==> config.mk <==
export PLATFORM = sky130hd
export DESIGN_NAME = tensor_transpose_address_gen
export DESIGN_NICKNAME = d
export VERILOG_FILES = /design/src/rtl/core/ttag_pkg.sv /design/src/rtl/core/ttag_config_regs.sv /design/src/rtl/core/ttag_controller.sv /design/src/rtl/core/ttag_datapath.sv /design/src/rtl/core/tensor_transpose_address_gen.sv
export SDC_FILE = /design/constraint.sdc
export NUM_CORES = 1
export LEC_CHECK = 0
export BUFFER_PORTS_ARGS = -buffer_cell sky130_fd_sc_hd__buf_2
export CORE_ASPECT_RATIO = 0.7
export CORE_MARGIN = 1
export CORE_UTILIZATION = 40
export CTS_BUF_LIST = sky130_fd_sc_hd__clkbuf_4 sky130_fd_sc_hd__clkbuf_8
export DETAILED_ROUTE_END_ITERATION = 16
export RECOVER_POWER = 50
export SYNTH_ARGS = -nofsm -noshare
export SYNTH_HDL_FRONTEND = slang
export SYNTH_SLANG_ARGS = --single-unit
==> constraint.sdc <==
create_clock -name clk -period 5.2 [get_ports clk]
set_input_delay 0.52 -clock clk [delete_from_list [all_inputs] [get_ports clk]]
set_output_delay 0.52 -clock clk [all_outputs]
set_load 0.05 [all_outputs]
==> src/rtl/core/ttag_pkg.sv <==
`default_nettype none
package ttag_pkg;

	// defaults for the top level parameters
	localparam int DEF_RANK          = 4;
	localparam int DEF_MAX_AXIS_SIZE = 16;
	localparam int DEF_ELEMENT_BITS  = 32;

	// fixed field widths
	localparam int AXES       = 4;   // fields of the axis order register
	localparam int FIELD_W    = 2;   // one axis number
	localparam int STEP_W     = 2;   // counts over the axis order fields
	localparam int DIGIT_W    = 4;
	localparam int SIZE_W     = 5;
	localparam int ORDER_W    = 8;
	localparam int ADDR_W     = 16;
	localparam int DATA_W     = 32;
	localparam int S_TDATA_W  = DATA_W;
	localparam int M_TDATA_W  = DATA_W + ADDR_W;
	localparam int CFG_IDX_W  = 3;
	localparam int CFG_DATA_W = ORDER_W;

	// register reset values
	localparam logic [SIZE_W-1:0]  RST_SIZE_AXIS0 = 5'd1;
	localparam logic [SIZE_W-1:0]  RST_SIZE_AXIS1 = 5'd2;
	localparam logic [SIZE_W-1:0]  RST_SIZE_AXIS2 = 5'd3;
	localparam logic [SIZE_W-1:0]  RST_SIZE_AXIS3 = 5'd4;
	localparam logic [ORDER_W-1:0] RST_AXIS_ORDER = 8'd27;

	// register indexes
	localparam logic [CFG_IDX_W-1:0] REG_SIZE_AXIS0 = 3'd0;
	localparam logic [CFG_IDX_W-1:0] REG_SIZE_AXIS1 = 3'd1;
	localparam logic [CFG_IDX_W-1:0] REG_SIZE_AXIS2 = 3'd2;
	localparam logic [CFG_IDX_W-1:0] REG_SIZE_AXIS3 = 3'd3;
	localparam logic [CFG_IDX_W-1:0] REG_AXIS_ORDER = 3'd4;

	typedef enum logic [1:0] {
		ST_IDLE,
		ST_CALC,
		ST_DONE
	} state_t;

	// configuration as the datapath sees it
	typedef struct packed {
		logic [AXES-1:0][SIZE_W-1:0] eff_size;
		logic [ORDER_W-1:0]          axis_order;
	} cfg_view_t;

	typedef struct packed {
		logic load;
		logic step;
		logic publish;
	} dp_cmd_t;

	typedef struct packed {
		logic last_step;
		logic out_free;
	} dp_status_t;

endpackage
`default_nettype wire

==> src/rtl/core/ttag_config_regs.sv <==
`default_nettype none
module ttag_config_regs #(
	parameter int RANK          = ttag_pkg::DEF_RANK,
	parameter int MAX_AXIS_SIZE = ttag_pkg::DEF_MAX_AXIS_SIZE
) (
	input  wire logic                            clk,
	input  wire logic                            arst_n,
	input  wire logic                            cfg_we,
	input  wire logic [ttag_pkg::CFG_IDX_W-1:0]  cfg_index,
	input  wire logic [ttag_pkg::CFG_DATA_W-1:0] cfg_wdata,
	output ttag_pkg::cfg_view_t                  view
);
	import ttag_pkg::*;

	logic [SIZE_W-1:0]  size_q [AXES];
	logic [ORDER_W-1:0] order_q;

	always_ff @(posedge clk or negedge arst_n) begin
		if (!arst_n) begin
			size_q[0] <= RST_SIZE_AXIS0;
			size_q[1] <= RST_SIZE_AXIS1;
			size_q[2] <= RST_SIZE_AXIS2;
			size_q[3] <= RST_SIZE_AXIS3;
			order_q   <= RST_AXIS_ORDER;
		end else if (cfg_we) begin
			case (cfg_index)
				REG_SIZE_AXIS0: size_q[0] <= cfg_wdata[SIZE_W-1:0];
				REG_SIZE_AXIS1: size_q[1] <= cfg_wdata[SIZE_W-1:0];
				REG_SIZE_AXIS2: size_q[2] <= cfg_wdata[SIZE_W-1:0];
				REG_SIZE_AXIS3: size_q[3] <= cfg_wdata[SIZE_W-1:0];
				REG_AXIS_ORDER: order_q   <= cfg_wdata;
				default: ;
			endcase
		end
	end

	// zero counts as one, clamp to the largest axis, unused axes have size one
	always_comb begin
		for (int i = 0; i < AXES; i++) begin
			if (i >= RANK) begin
				view.eff_size[i] = SIZE_W'(1);
			end else if (size_q[i] == '0) begin
				view.eff_size[i] = SIZE_W'(1);
			end else if (int'(size_q[i]) > MAX_AXIS_SIZE) begin
				view.eff_size[i] = SIZE_W'(MAX_AXIS_SIZE);
			end else begin
				view.eff_size[i] = size_q[i];
			end
		end
		view.axis_order = order_q;
	end

endmodule
`default_nettype wire

==> src/rtl/core/ttag_controller.sv <==
`default_nettype none
module ttag_controller (
	input  wire logic           clk,
	input  wire logic           arst_n,
	input  wire logic           s_tvalid,
	output logic                s_tready,
	input  ttag_pkg::dp_status_t status,
	output ttag_pkg::dp_cmd_t    cmd
);
	import ttag_pkg::*;

	state_t state_q, state_d;

	always_ff @(posedge clk or negedge arst_n) begin
		if (!arst_n) begin
			state_q <= ST_IDLE;
		end else begin
			state_q <= state_d;
		end
	end

	always_comb begin
		state_d  = state_q;
		s_tready = 1'b0;
		cmd      = '0;
		case (state_q)
			ST_IDLE: begin
				s_tready = 1'b1;
				if (s_tvalid) begin
					cmd.load = 1'b1;
					state_d  = ST_CALC;
				end
			end
			ST_CALC: begin
				cmd.step = 1'b1;
				if (status.last_step) begin
					state_d = ST_DONE;
				end
			end
			ST_DONE: begin
				if (status.out_free) begin
					cmd.publish = 1'b1;
					state_d     = ST_IDLE;
				end
			end
			default: begin
				state_d = ST_IDLE;
			end
		endcase
	end

endmodule
`default_nettype wire

==> src/rtl/core/ttag_datapath.sv <==
`default_nettype none
module ttag_datapath #(
	parameter int RANK         = ttag_pkg::DEF_RANK,
	parameter int ELEMENT_BITS = ttag_pkg::DEF_ELEMENT_BITS
) (
	input  wire logic                           clk,
	input  wire logic                           arst_n,
	input  ttag_pkg::cfg_view_t                 cfg,
	input  ttag_pkg::dp_cmd_t                   cmd,
	output ttag_pkg::dp_status_t                status,
	input  wire logic [ttag_pkg::S_TDATA_W-1:0] s_tdata,
	input  wire logic                           s_tuser,
	output logic                                m_tvalid,
	input  wire logic                           m_tready,
	output logic [ttag_pkg::M_TDATA_W-1:0]      m_tdata,
	output logic                                m_tlast,
	output logic                                m_tuser
);
	import ttag_pkg::*;

	localparam int EW = (ELEMENT_BITS < DATA_W) ? ELEMENT_BITS : DATA_W;

	// odometer
	logic [DIGIT_W-1:0] digits_q [RANK];
	logic [DIGIT_W-1:0] cur      [AXES];
	logic [DIGIT_W-1:0] nxt      [AXES];
	logic [AXES-1:0]    at_last;
	logic               all_last;
	logic               carry;

	// work registers of the item in flight
	logic [EW-1:0]      elem_q;
	logic               done_q;
	logic               bad_q;
	logic [DIGIT_W-1:0] dig_q [AXES];
	logic [ADDR_W-1:0]  acc_q;
	logic [ADDR_W-1:0]  stride_q;
	logic [STEP_W-1:0]  step_q;

	// output slot
	logic [EW-1:0]      out_bits_q;
	logic [ADDR_W-1:0]  out_addr_q;
	logic               out_done_q;
	logic               out_err_q;
	logic               out_valid_q;

	logic                   bad;
	logic [AXES-1:0]        seen;
	logic [FIELD_W-1:0]     pj;
	logic [FIELD_W-1:0]     p;
	logic [DIGIT_W+ADDR_W-1:0] prod;
	logic [SIZE_W+ADDR_W-1:0]  sprod;

	genvar g;
	generate
		for (g = 0; g < AXES; g++) begin : g_axis
			if (g < RANK) begin : g_used
				assign cur[g] = s_tuser ? '0 : digits_q[g];
			end else begin : g_unused
				assign cur[g] = '0;
			end
			assign at_last[g] = ({1'b0, cur[g]} + 5'd1) >= cfg.eff_size[g];
		end
	endgenerate

	// innermost axis counts fastest
	always_comb begin
		carry    = 1'b1;
		all_last = 1'b1;
		for (int i = AXES - 1; i >= 0; i--) begin
			nxt[i] = cur[i];
			if (i < RANK) begin
				if (carry) begin
					nxt[i] = at_last[i] ? '0 : cur[i] + DIGIT_W'(1);
				end
				carry    = carry & at_last[i];
				all_last = all_last & at_last[i];
			end
		end
	end

	// a permutation names every used axis once
	always_comb begin
		bad  = 1'b0;
		seen = '0;
		pj   = '0;
		for (int j = 0; j < AXES; j++) begin
			if (j < RANK) begin
				pj = cfg.axis_order[FIELD_W*j +: FIELD_W];
				if (int'(pj) >= RANK || seen[pj]) begin
					bad = 1'b1;
				end else begin
					seen[pj] = 1'b1;
				end
			end
		end
	end

	// one output axis per step, from the innermost out
	assign p     = cfg.axis_order[FIELD_W*step_q +: FIELD_W];
	assign prod  = (DIGIT_W+ADDR_W)'(dig_q[p]) * (DIGIT_W+ADDR_W)'(stride_q);
	assign sprod = (SIZE_W+ADDR_W)'(stride_q) * (SIZE_W+ADDR_W)'(cfg.eff_size[p]);

	always_ff @(posedge clk or negedge arst_n) begin
		if (!arst_n) begin
			for (int i = 0; i < RANK; i++) begin
				digits_q[i] <= '0;
			end
		end else if (cmd.load) begin
			for (int i = 0; i < RANK; i++) begin
				digits_q[i] <= nxt[i];
			end
		end
	end

	always_ff @(posedge clk or negedge arst_n) begin
		if (!arst_n) begin
			step_q <= '0;
		end else if (cmd.load) begin
			step_q <= STEP_W'(RANK - 1);
		end else if (cmd.step) begin
			step_q <= step_q - STEP_W'(1);
		end
	end

	always_ff @(posedge clk) begin
		if (cmd.load) begin
			elem_q   <= s_tdata[EW-1:0];
			done_q   <= all_last;
			bad_q    <= bad;
			dig_q    <= cur;
			acc_q    <= '0;
			stride_q <= ADDR_W'(1);
		end else if (cmd.step) begin
			acc_q    <= acc_q + prod[ADDR_W-1:0];
			stride_q <= sprod[ADDR_W-1:0];
		end
	end

	always_ff @(posedge clk or negedge arst_n) begin
		if (!arst_n) begin
			out_valid_q <= 1'b0;
		end else if (cmd.publish) begin
			out_valid_q <= 1'b1;
		end else if (m_tready) begin
			out_valid_q <= 1'b0;
		end
	end

	always_ff @(posedge clk) begin
		if (cmd.publish) begin
			out_bits_q <= elem_q;
			out_addr_q <= bad_q ? '0 : acc_q;
			out_done_q <= done_q;
			out_err_q  <= bad_q;
		end
	end

	assign status.last_step = (step_q == '0);
	assign status.out_free  = !out_valid_q || m_tready;

	assign m_tvalid = out_valid_q;
	assign m_tdata  = {out_addr_q, DATA_W'(out_bits_q)};
	assign m_tlast  = out_done_q;
	assign m_tuser  = out_err_q;

endmodule
`default_nettype wire

==> src/rtl/core/tensor_transpose_address_gen.sv <==
// channel   dir  handshake          payload
// s_*       in   s_tvalid/s_tready  tdata: element_bits[31:0]; tuser: restart
// m_*       out  m_tvalid/m_tready  tdata: moved_bits[31:0], dest_address[47:32];
//                                   tlast: tensor_done; tuser: order_error
// cfg_*     in   cfg_we             cfg_index selects the register, cfg_wdata the value
//
// each element passes through the transfer, RANK multiply-add steps of the
// shared address accumulator (one output axis each), and the hand-off into the output slot
// the output slot is its own register, so a new element is taken while a result waits
// a result that finds the slot full holds in the datapath until the slot is freed
// reset clears the position counter, the sequencer and the output valid;
// the registers come up as sizes 1, 2, 3, 4 and axis order 27
`default_nettype none
module tensor_transpose_address_gen #(
	parameter int RANK          = ttag_pkg::DEF_RANK,
	parameter int MAX_AXIS_SIZE = ttag_pkg::DEF_MAX_AXIS_SIZE,
	parameter int ELEMENT_BITS  = ttag_pkg::DEF_ELEMENT_BITS
) (
	input  wire logic                            clk,
	input  wire logic                            arst_n,
	// input stream
	input  wire logic                            s_tvalid,
	output logic                                 s_tready,
	input  wire logic [ttag_pkg::S_TDATA_W-1:0]  s_tdata,   // element_bits
	input  wire logic                            s_tuser,   // restart
	// output stream
	output logic                                 m_tvalid,
	input  wire logic                            m_tready,
	output logic [ttag_pkg::M_TDATA_W-1:0]       m_tdata,   // moved_bits, dest_address
	output logic                                 m_tlast,   // tensor_done
	output logic                                 m_tuser,   // order_error
	// register writes
	input  wire logic                            cfg_we,
	input  wire logic [ttag_pkg::CFG_IDX_W-1:0]  cfg_index,
	input  wire logic [ttag_pkg::CFG_DATA_W-1:0] cfg_wdata
);
	import ttag_pkg::*;

	cfg_view_t  cfg;
	dp_cmd_t    cmd;
	dp_status_t status;

	// sizes are clamped here so the datapath sees legal values only
	ttag_config_regs #(
		.RANK          (RANK),
		.MAX_AXIS_SIZE (MAX_AXIS_SIZE)
	) u_cfg (
		.clk       (clk),
		.arst_n    (arst_n),
		.cfg_we    (cfg_we),
		.cfg_index (cfg_index),
		.cfg_wdata (cfg_wdata),
		.view      (cfg)
	);

	// sequencer: idle, accumulate over axes, hand off to the output slot
	ttag_controller u_ctl (
		.clk      (clk),
		.arst_n   (arst_n),
		.s_tvalid (s_tvalid),
		.s_tready (s_tready),
		.status   (status),
		.cmd      (cmd)
	);

	// odometer advances on the transfer; the address is built from the snapshot
	ttag_datapath #(
		.RANK         (RANK),
		.ELEMENT_BITS (ELEMENT_BITS)
	) u_dp (
		.clk      (clk),
		.arst_n   (arst_n),
		.cfg      (cfg),
		.cmd      (cmd),
		.status   (status),
		.s_tdata  (s_tdata),
		.s_tuser  (s_tuser),
		.m_tvalid (m_tvalid),
		.m_tready (m_tready),
		.m_tdata  (m_tdata),
		.m_tlast  (m_tlast),
		.m_tuser  (m_tuser)
	);

endmodule
`default_nettype wire

# Yosys cells after proc, flatten, opt, wreduce, memory -nomap -nowiden
# Index checks and enable logic that the tools add are counted.
[word_totals]
ff_bits = 181
latchBits = 0
ramBits = 0
romBits = 0
inputBits = 49
out_inout_bits = 52
word_cells = 147
mem_count = 0
[classes]
add_sub_neg = 10
mul = 2
div = 0
n_lt_le_gt_ge = 17
n_eq_ne = 9
shifts = 1
muxes = 56
n_bitwise = 6
reduce_logical = 21
[op_table]
columns = ["op", "n"]
rows = [
  ["$mux 4", 16],
  ["$mux 5", 9],
  ["$add 4x1->5 const B", 4],
  ["$ge 5x5->1", 4],
  ["$gt 5x5->1 const B", 4],
  ["$logic_not 5->1", 4],
  ["$add 16x16->16", 1],
  ["$add 4x1->4 const B", 4],
  ["$mul 16x5->16", 1],
  ["$mul 4x16->16", 1],
  ["$mux 1", 16],
  ["$lt 2x3->1 const B", 5],
  ["$bmux 5 s2", 1],
  ["$mux 2", 5],
  ["$reduce_and 2->1", 5],
  ["$bmux 1 s2", 4],
  ["$bmux 4 s2", 1],
  ["$or 4x4->4", 2],
  ["$shiftx 8x4->2", 1],
  ["$demux 1 s2", 3],
  ["$eq 3x2->1 const B", 2],
  ["$ge 2x1->1 const B", 3],
  ["$ne 2x2->1 const B", 3],
  ["$pmux 2 s3", 1],
  ["16 further kinds", 22],
]

# Logic depth before layout (Yosys ltp)
# Gate-level depths: netlist of run 1.
[depth]
word_depth = 14
mapped_depth = 22

# Cells and area by module
# A second synthesis of run 1 with hierarchy kept.
[hier_totals]
hier_cells = 1016
area_unflattened_um2 = 11493.5
[by_module_without_submodules]
columns = ["module", "n_inst", "cells_per_inst", "area_each_um2"]
rows = [
  ["ttag_datapath", 1, 915, 10092.2],
  ["ttag_config_regs", 1, 90, 1288.7],
  ["ttag_controller", 1, 11, 112.6],
]

# Least setup slack after synthesis of run 1
# Ideal clock, no wire load.
[synth_path]
kind = "register to register"
from = "register u_dp.step_q[0]"
to = "register u_dp.stride_q[14]"
setup_ns = 0.133
arrival_time_ns = 5.046
required_time_ns = 5.067
path_slack_ns = 0.021
path_stages_with_launch = 22
n_path_buf = 3
cell_sequence = "dfrtp_1 > mux4_2 > buf_6 > buf_8 > mux2i_1 > mux2_2 > clkbuf_1 > and2_1 > fa_1 > fa_1 > inv_1 > fa_1 > inv_1 > ha_1 > o21a_1 > o21ai_0 > nand2b_1 > a31o_2 > a21oi_1 > o21ai_0 > xnor2_1 > a21oi_1"
[synth_via]
elab_chain_len = 4
[synth_rtl]
columns = ["item", "line", "rtl"]
rows = [
  ["start: declaration", "ttag_datapath.sv:38", "logic [STEP_W-1:0] step_q;"],
  ["start signal: assignment", "ttag_datapath.sv:120", "step_q <= STEP_W'(RANK - 1);"],
  ["start signal: assignment", "ttag_datapath.sv:122", "step_q <= step_q - STEP_W'(1);"],
  ["$shiftx 8x4->2", "ttag_datapath.sv:100", "assign p = cfg.axis_order[FIELD_W*step_q +: FIELD_W];"],
  ["$bmux 5 s2", "ttag_datapath.sv:102", "assign sprod = (SIZE_W+ADDR_W)'(stride_q) * (SIZE_W+ADDR_W)'(cfg.eff_size[p]);"],
  ["$mux 5 (implied by the code)", "ttag_datapath.sv:102", ""],
  ["$mul 16x5->16", "ttag_datapath.sv:102", ""],
  ["end signal: assignment", "ttag_datapath.sv:136", "stride_q <= sprod[ADDR_W-1:0];"],
  ["end: declaration", "ttag_datapath.sv:37", "logic [ADDR_W-1:0] stride_q;"],
]
# Every way passes these cells. The select of a mux whose other input is x is not followed.
# A chain may end at the register's enable or synchronous reset.

# Worst setup path after layout of run 1
# Same ends and word-level chain as after synthesis.

==> results of run 1 <==
[cells by family (layout without fill, tap and decap cells)]
| group | Yosys count | count (layout) |
|---|---|---|
| AO/OA/AOI/OAI | 155 | 155 |
| XOR/XNOR | 52 | 52 |
| adder cells (fa/ha/maj) | 135 | 135 |
| multiplexers | 36 | 37 |
| AND/OR/NAND/NOR | 323 | 323 |
| buffers and inverters | 145 | 297 |
| flip-flops | 181 | 181 |
[through the flow]
step	hold slack [ns]	cell area, µm²	power [mW]	TNS, ns	std cells
2_1_floorplan	0.224	11200	5.57	0	1027
3_5_place_dp	0.405	12400	6.88	-0.231	1499
4_1_cts	0.0976	12900	8.09	-0.0105	1537
5_1_grt	0.135	13200	9.18	-0.392	1544
3_3_place_gp	0.401	12400	6.83	-0.000306	1499
6_report	0.185	13200	8.41	0	1544
[cell usage in the layout, fill, tap and decap left out, drive strengths merged, types with 24 or more instances in the layout]
cell type  synthesis  layout
a21o              28      28
a21oi             43      43
and2              68      68
buf               15     156
dfrtp             40      40
dfxtp             32      32
edfxtp           100     100
fa                73      73
ha                62      62
inv              104     110
mux2              23      24
nand2            135     135
nor2              34      34
nor2b             32      32
o21ai             34      34
xnor2             24      24
xor2              27      27
[synthesized netlist by cell type (5+ instances only)]
master,number
and3_1,5
xnor2_1,24
dfrtp_1,40
o21ai_0,33
xor2_1,26
mux2_2,22
mux4_2,6
ha_1,62
nand2_1,134
nor2b_1,32
inv_1,104
edfxtp_1,100
fa_1,73
dfxtp_1,32
o21bai_1,6
clkbuf_1,26
nand2b_1,22
a22o_1,7
and2_1,68
a31oi_1,6
nand3_1,13
mux2i_1,6
nor2_1,34
a21oi_1,43
buf_1,11
a211oi_1,6
dfstp_2,9
a21o_1,28
[flip-flops by register name, indices dropped and copies added, names as in the netlist, 8 cells and up]
| name | cells |
|---|---|
| u_dp.elem_q | 32 |
| u_dp.out_bits_q | 32 |
| u_cfg.size_q | 20 |
| u_dp.acc_q | 16 |
| u_dp.dig_q | 16 |
| u_dp.digits_q | 16 |
| u_dp.out_addr_q | 16 |
| u_dp.stride_q | 16 |
| u_cfg.order_q | 8 |
[worst max-delay path: stages (launching register included)]
cell and delay [ns]:
dfrtp_1 0.39, mux4_2 0.62, buf_6 0.18, mux2i_4 0.20
mux2_4 0.33, and2_4 0.18, fa_1 0.49, fa_1 0.53
inv_1 0.07, fa_1 0.55, inv_1 0.05, ha_2 0.20
nor4_4 0.30, o21ai_2 0.10, a31o_2 0.28, a21oi_4 0.15
o21ai_2 0.07, xnor2_1 0.16, a21oi_1 0.08
[worst min-delay path by stage]
stage | from | endpoint | slack, ns | depth (start not counted)
after floorplan | arst_n | u_cfg.order_q[2] | 0.22 | 0
after global placement | u_dp.elem_q[17] | u_dp.out_bits_q[17] | 0.40 | 0
after detailed placement | u_dp.elem_q[11] | u_dp.out_bits_q[11] | 0.40 | 0
after CTS | arst_n | u_dp.digits_q[9] | 0.1 | 2
after global routing | s_tdata[21] | u_dp.elem_q[21] | 0.13 | 1
final | s_tdata[12] | u_dp.elem_q[12] | 0.18 | 1
[what timing repair did]
action / 4_1_cts / 5_1_grt
setup buffers: 6 / 6
resized for setup: 7 / 58
setup endpoints to repair: 7 / 12
pin swaps: 1 / 31
cloned: 0 / 1
hold endpoints to repair: 0 / 0
[area by class of cell]
| type | count | area share (%) |
|---|---|---|
| timing repair buffer | 161 | 7.37 |
| tap | 364 | 3.46 |
| sequential | 181 | 37.0 |
| clock buffer | 17 | 1.78 |
| multi-input combinational | 702 | 45.8 |
| clock inverter | 15 | 1.59 |
| inverter | 104 | 2.97 |
[power by group through the flow]
| stage | Clock, mW | Combinational, mW | Sequential, mW |
|---|---|---|---|
| floorplan | 0 | 3.33 | 2.23 |
| global placement | 0 | 4.62 | 2.21 |
| detailed placement | 0 | 4.66 | 2.22 |
| CTS | 1.09 | 4.80 | 2.19 |
| global route | 1.14 | 5.79 | 2.25 |
| finish | 1.05 | 5.17 | 2.20 |
[layer usage]
metal | vias up | global-route usage, % | part of all wire [%]
met5 | - | 0 | 0
met4 | 0 | 4.47 | 1.0
met3 | 18 | 4.67 | 5.7
met2 | 177 | 24.0 | 40
met1 | 3615 | 27.6 | 53
li1 | 3709 | - | -
==> flow_metrics.tcl, run 1 <==
set metrics [dict create \
    ir_worst_vdd_mv 0.241 \
    syn_to_final_growth_pct 17.3 \
    crit_path_end_kind "flop" \
    cts_tree "done" \
    grt_use_total_pct 17.7 \
    fp.dieH_um 142 \
    leakage_nw 5.91 \
    syn_area_um2 11200 \
    clock_power_share_pct 12.4 \
    r2r_start "u_dp.step_q[0]" \
    clkSinkCount 181 \
    ys_seq_elements 181 \
    pwr-share-seq_pct 26.1 \
    overflow 0 \
    drtAntennaViolNets 0 \
    cts_buffer_depth 2 \
    max_slew_margin_pct -84.8 \
    drv_slew 70 \
    synth-main-ff-cell "edfxtp_1" \
    gp_congestion 0.803 \
    synth_top_area_cell "edfxtp_1" \
    regArea_um2 4880 \
    via_count 7519 \
    clk-insertion-delay-late_ns 0.50 \
    crit_fanout 5 \
    drv_cap 2 \
    synth_compound_area_share_pct 8.92 \
    io_pins 101 \
    rows 50 \
    period_needed_ns 5.07 \
    finalSetupViolations 0 \
    required_ns 5.57 \
    ys_seq_area_share_pct 43.4 \
    crit_path_start_kind "flop" \
    fin_util_pct 48.5 \
    status "finished, violations left" \
    hold_viol 0 \
    synthSimpleGateAreaFrac_pct 14.1 \
    n_antenna_cell 0 \
    max_freq_mhz 197 \
    synth_edf_count 100 \
    synth_top_area_share_pct 26.7 \
    combPwrFrac_pct 61.4 \
    power.density_nw_per_um2 638 \
    cts_made_buffers 17 \
    ys_types 60 \
    tightest_slew_ns 2.77 \
    hold_buffers 0 \
    initial_core_util_pct 41.4 \
    nFillCells 2489 \
    ys_async_sr_fraction_pct 27.1 \
    wl_per_cell_um 15.8 \
    critPathKind "reg2reg" \
    timing.final.ws_setup_ns 0.128 \
    die_area_um2 28800 \
    htreeDepth 4 \
    rsz0062_at_grt "yes" \
    drc 0 \
    muxShareOfSynthArea_pct 4.31 \
    crit_path_start "u_dp.step_q[0]" \
    synth_xor_area_share_pct 4.24 \
    synth_top_family_by_area "adder cells" \
    via_per_inst 4.87 \
    period_share_pct 97.5 \
    place_ws_ns -0.113 \
    finalClockSkew_ns 0.0139 \
    synth_area_leaders "edfxtp_1, fa_1, dfrtp_1, ha_1, dfxtp_1" \
    grt_pass1_wl_mm 39.3 \
    coreArea_um2 27200 \
    syn_area_per_cell_um2 10.9 \
    endpoint "u_dp.stride_q[14]" \
    portBuffers 100 \
    violations "max-capacitance violations, max-slew violations" \
    p_int_mw 4.70 \
    multi_input_area_um2 6040 \
    final_net_count 1351 \
    syn_nets 1211 \
    drt-total-wl_mm 24.3 \
    rr_endpoint "u_dp.stride_q[14]" \
    reg2reg_depth 18 \
    cts-root-buf "clkbuf_8" \
    grt_pass1_vias 7279 \
    dieWidth_um 202 \
    yosys_warnings 0 \
    grt_max_degree 50 \
    r2r_slack_ns 0.13 \
    antenna_found_initial 0 \
    drt_first_iter_violations 555 \
    power_switching_mw 3.71 \
    synthAdderAreaFrac_pct 19.9 \
    dr.pass1.iters 6 \
    dpl.hpwl_mm 18.2 \
    crit_arrival_ns 5.44 \
    post_route_cells_drive_above_1_share_pct 23.6 \
    clkTransAtPathRegs_ns 0.11 \
    hp-class "in2reg" \
    synthCells 1027 \
    p_sw_share_pct 44.1 \
]
Note: power is estimated with default switching activity, not from simulation.
==> inputs of run 2 (changes only) <==
- CORE_UTILIZATION: 40 -> 35
- MAX_ROUTING_LAYER: default -> met4
==> flow_metrics.tcl, run 2 (synthesis results as in run 1) <==
set metrics [dict create \
    power.density_nw_per_um2 635 \
    slowest_stage "mux4_2" \
    cts_tree "done" \
    post_route_cells_drive_above_1_share_pct 23.9 \
    max_slew_margin_pct -81.3 \
    slowest_delay_ns 0.60 \
    hold_buffers 0 \
    drv_cap 1 \
    drtAntennaViolNets 0 \
    cts_buffer_depth 2 \
    cp.depth 18 \
    wl_per_cell_um 15.6 \
    dpl.hpwl_mm 17.8 \
    n_antenna_cell 0 \
    tightest_slew_ns 2.72 \
    crit_path_start_kind "flop" \
    fp.dieH_um 152 \
    pwr-share-seq_pct 25.8 \
    status "finished, violations left" \
    finalSetupViolations 0 \
    crit_path_start "u_dp.step_q[0]" \
    rows 54 \
    critPathKind "reg2reg" \
    antenna_found_initial 0 \
    p_int_mw 4.68 \
    violations "max-capacitance violations, max-slew violations" \
    cp_cell_sequence "mux4_2 -> buf_12 -> mux4_2 -> buf_6 -> nand2_1 -> fa_1 -> fa_1 -> fa_1 -> inv_1 -> ha_4 -> buf_4 -> a21oi_4 -> o21bai_1 -> a21o_1 -> nand3_2 -> a31oi_2 -> nor3_1 -> o31ai_2" \
    drv_slew 50 \
    period_needed_ns 5.07 \
    htreeDepth 4 \
    nFillCells 2984 \
    final_cell_mix "nand2_1, inv_1, edfxtp_1, buf_2, fa_1" \
    rsz0062_at_grt "yes" \
    ir_worst_vdd_mv 0.280 \
    layout_commonest_cell "nand2_1" \
    combPwrFrac_pct 62.9 \
    leakage_nw 5.95 \
    overflow 0 \
    r2r_start "u_dp.step_q[0]" \
    coreArea_um2 31400 \
    die_area_um2 32800 \
    clock_power_share_pct 11.3 \
    final_net_count 1360 \
    syn_to_final_growth_pct 19.2 \
    endpoint "u_dp.acc_q[14]" \
    crit_arrival_ns 5.46 \
    grt_pass1_wl_mm 40.1 \
    gp_congestion 0.874 \
    grt_use_total_pct 15.8 \
    clkSinkCount 181 \
    rr_endpoint "u_dp.acc_q[14]" \
    period_share_pct 97.5 \
    cpMostUsedCell "fa_1" \
    io_pins 101 \
    clkTransAtPathRegs_ns 0.11 \
    max_freq_mhz 197 \
    initial_core_util_pct 35.8 \
    regArea_um2 4880 \
    place_ws_ns -0.115 \
    grt_pass1_vias 7520 \
    crit_fanout 7 \
    finalClockSkew_ns 0.0184 \
    power_switching_mw 3.83 \
    cts-root-buf "clkbuf_8" \
    drc 0 \
    r2r_slack_ns 0.13 \
    multi_input_area_um2 6130 \
    crit_path_end_kind "flop" \
    hold_viol 0 \
    dieWidth_um 216 \
    via_count 7644 \
    timing.final.ws_setup_ns 0.131 \
    clk-insertion-delay-late_ns 0.49 \
    cts_made_buffers 17 \
    required_ns 5.59 \
    drt_first_iter_violations 471 \
    cp_top_family "adder cells" \
    largest_registers "u_dp.elem_q: 32 flops, u_dp.out_bits_q: 32 flops, u_cfg.size_q: 20 flops" \
    reg2reg_depth 18 \
    portBuffers 100 \
    via_per_inst 4.75 \
    drt-total-wl_mm 25.2 \
    tns_ns 0 \
    grt_max_degree 51 \
    dr.pass1.iters 4 \
    worst-path-buf-inv 4 \
    hp-class "in2reg" \
    p_sw_share_pct 45.0 \
]
## run 2: cell count changes in the layout (fill, tap and decap cells not counted), sizes merged, moves of 2 or more
cell,previous run,this run
bufinv,2,0
clkinvlp,1,3
buf,156,153
clkbuf,22,34
## run 2: stage by stage
| step | util [%] | hold slack [ns] | power [mW] | instances | area, µm² |
|---|---|---|---|---|---|
| after global placement | 39.9 | 0.400 | 6.84 | 1559 | 12500 |
| after global routing | 42.7 | 0.147 | 9.25 | 1609 | 13400 |
| after detailed placement | 39.9 | 0.405 | 6.90 | 1559 | 12500 |
| after floorplan | - | 0.224 | 5.57 | 1027 | 11200 |
| final | 42.7 | 0.195 | 8.51 | 1609 | 13400 |
| after CTS | 41.4 | 0.127 | 7.99 | 1597 | 13000 |
## run 2: how the worst min path moves through the flow
stage,start,end,slack [ns],depth (start not counted)
after detailed placement,u_dp.elem_q[30],u_dp.out_bits_q[30],0.40,0
after floorplan,arst_n,u_cfg.order_q[2],0.22,0
after global routing,s_tdata[25],u_dp.elem_q[25],0.15,1
final,s_tdata[25],u_dp.elem_q[25],0.19,1
after global placement,u_dp.elem_q[8],u_dp.out_bits_q[8],0.40,0
after CTS,arst_n,u_cfg.size_q[7],0.13,2
## run 2: final cells by class
cell class / instances / share of cell area [%]
clock buffers: 17 / 1.75
clock inverters: 15 / 1.20
inverters: 104 / 2.91
multi-input cells: 702 / 45.7
flip-flops and latches: 181 / 36.4
well taps: 420 / 3.92
repair buffers: 170 / 8.04
## run 2: power by group through the flow
stage               registers [mW]  logic, mW  clock network [mW]
floorplan                     2.23       3.33                   0
finish                        2.19       5.36               0.960
global placement              2.21       4.63                   0
global route                  2.24       5.96                1.05
CTS                           2.18       4.82               0.992
detailed placement            2.22       4.69                   0
## run 2: per-layer routing
| metal | track usage, % | vias to the layer above | part of all wire (%) |
|---|---|---|---|
| met4 | 3.66 | 0 | 0.96 |
| met3 | 3.48 | 18 | 5.2 |
| li1 | - | 3740 | - |
| met2 | 21.3 | 180 | 41 |
| met1 | 23.7 | 3706 | 52 |
| met5 | - | - | 0 |
## run 2: repair_timing
item | CTS | global route
endpoints found under the setup margin | 8 | 13
buffers inserted | 6 | 9
resized for setup | 8 | 63
cloned | 0 | 3
pin swaps | 0 | 36
## run 2: worst register-to-register path: stages (launching register included)
cell and delay [ns]:
dfrtp_1 0.38, mux4_2 0.60, buf_12 0.18, mux4_2 0.54, buf_6 0.17, nand2_1 0.08, fa_1 0.45, fa_1 0.52
fa_1 0.52, inv_1 0.07, ha_4 0.27, buf_4 0.12, a21oi_4 0.05, o21bai_1 0.19, a21o_1 0.20, nand3_2 0.15
a31oi_2 0.19, nor3_1 0.08, o31ai_2 0.21
==> inputs of run 3 (changes only) <==
- BUFFER_PORTS_ARGS: -buffer_cell sky130_fd_sc_hd__buf_2 -> default
- CORE_MARGIN: 1 -> 2
- DONT_BUFFER_PORTS: default -> 1
==> flow_metrics.tcl, run 3 (synthesis results as in run 1) <==
set metrics [dict create \
    final_net_count 1256 \
    wl_per_cell_um 16.2 \
    hp-class "in2reg" \
    period_share_pct 97.1 \
    met1Wirelength_mm 12.9 \
    coreArea_um2 31400 \
    antenna_found_initial 0 \
    highest_layer "met4" \
    crit_arrival_ns 5.47 \
    period_needed_ns 5.05 \
    dpl.hpwl_mm 17.6 \
    placed_cells 1455 \
    n_antenna_cell 0 \
    required_ns 5.62 \
    drc 0 \
    overflow 0 \
    grt_pass1_wl_mm 39.4 \
    die_area_um2 33600 \
    portBuffers 0 \
    clkTransAtPathRegs_ns 0.11 \
    regArea_um2 4880 \
    fin_util_pct 40.8 \
    post_route_cells_drive_above_1_share_pct 17.4 \
    clkSinkCount 181 \
    cts_made_buffers 17 \
    holdWs_ns 0.117 \
    cpMostUsedCell "fa_1" \
    nFillCells 2981 \
    slowest_delay_ns 0.64 \
    grt_max_degree 51 \
    grt_use_total_pct 15.4 \
    dieWidth_um 218 \
    cp_cell_sequence "mux4_2 -> mux4_2 -> buf_4 -> and2_1 -> fa_1 -> fa_1 -> inv_1 -> fa_1 -> inv_1 -> ha_1 -> a21o_1 -> a21oi_1 -> o21ai_2 -> buf_4 -> xor2_1 -> nand2_1 -> a21oi_2" \
    ir_worst_vdd_mv 0.299 \
    rsz0062_at_grt "yes" \
    drtAntennaViolNets 0 \
    slowest_stage "mux4_2" \
    wl_met2_mm 10.1 \
    crit_fanout 7 \
    crit_path_start_kind "flop" \
    crit_path_end_kind "flop" \
    critPathKind "reg2reg" \
    largest_registers "u_dp.elem_q: 32 flops, u_dp.out_bits_q: 32 flops, u_cfg.size_q: 20 flops" \
    drv_slew 50 \
    via_per_inst 4.83 \
    cts_tree "done" \
    syn_to_final_growth_pct 13.8 \
    dr.pass1.iters 5 \
    tightest_slew_ns 2.74 \
    drv_cap 1 \
    final_cell_mix "nand2_1, inv_1, edfxtp_1, fa_1, and2_1" \
    place_area_um2 12000 \
    place_ws_ns -0.0910 \
    layout_commonest_cell "nand2_1" \
    cp_top_family "adder cells" \
    finalClockSkew_ns 0.0162 \
    fin_cells 1505 \
    wl_met3_mm 1.18 \
    rows 54 \
    leakage_nw 5.55 \
    via_count 7270 \
    max_freq_mhz 198 \
    power.density_nw_per_um2 658 \
    drt_first_iter_violations 519 \
    final_area_um2 12800 \
    violations "max-capacitance violations, max-slew violations" \
    finalSetupViolations 0 \
    hold_viol 0 \
    max_slew_margin_pct -82.6 \
    grt_pass1_vias 7240 \
    initial_core_util_pct 35.8 \
    drt-total-wl_mm 24.5 \
    clk-insertion-delay-late_ns 0.49 \
    fp.dieH_um 154 \
    htreeDepth 4 \
    multi_input_area_um2 6040 \
    cts_buffer_depth 2 \
    worst-path-buf-inv 4 \
    timing.final.ws_setup_ns 0.149 \
    gp_congestion 0.830 \
    cts-root-buf "clkbuf_8" \
    status "finished, violations left" \
    io_pins 101 \
]
==> run 3: cell count changes in the layout (fill, tap and decap cells not counted), moves of 2 or more <==
| cell | previous run | this run |
|---|---|---|
| a21oi_2 | 7 | 9 |
| buf_2 | 87 | 0 |
| buf_4 | 60 | 57 |
| inv_1 | 100 | 102 |
| inv_2 | 4 | 1 |
| clkbuf_1 | 15 | 3 |
| clkbuf_16 | 2 | 0 |
| clkinvlp_4 | 3 | 1 |
==> run 3: metal layers <==
layer / GRT usage (%) / up-vias
met1: 23.3 / 3562
met4: 4.05 / 0
li1: - / 3517
met2: 20.8 / 171
met3: 3.15 / 20
met5: - / -
==> run 3: path summary, 6_finish.rpt <==
check / from / end / slack [ns] / cells past startpoint
setup / recovery: u_dp.step_q[0] / u_dp.stride_q[13] / 0.15 / 17
hold / removal: s_tdata[23] / u_dp.elem_q[23] / 0.12 / 0
setup reg to reg: u_dp.step_q[0] / u_dp.stride_q[13] / 0.15 / 17
hold reg to reg: u_dp.elem_q[21] / u_dp.out_bits_q[21] / 0.42 / 0
max in group asynchronous: arst_n / u_dp.m_tvalid / 2.16 / 2
min in group asynchronous: arst_n / u_cfg.size_q[1] / 1.49 / 2
==> run 3: where the power goes <==
group	leakage [nW]	internal, mW	total, mW	switching, mW
registers	1.79	1.91	2.34	0.431
clock network	0.208	0.409	1.02	0.611
logic	3.55	2.32	5.05	2.73
==> run 3: layout make-up <==
cell class	count	area share, %
Inverter	104	3.07
Clock inverter	15	1.45
Clock buffer	17	1.83
Timing Repair Buffer	67	4.11
Multi-Input combinational cell	701	47.3
Tap cell	420	4.11
Sequential cell	181	38.2
==> run 3: metrics by stage <==
stage,power [mW],setup TNS (ns)
final,8.41,0
after floorplan,5.57,0
after CTS,8.00,-0.00256
after global routing,9.16,-0.222
after detailed placement,6.78,-0.301
after global placement,6.72,-0.0535
==> run 3: repair_timing <==
action,4_1_cts,5_1_grt
endpoints found under the setup margin,7,15
pin swaps,0,39
setup buffers,7,9
hold endpoints to repair,49,0
resized for setup,12,57
hold buffers,2,0
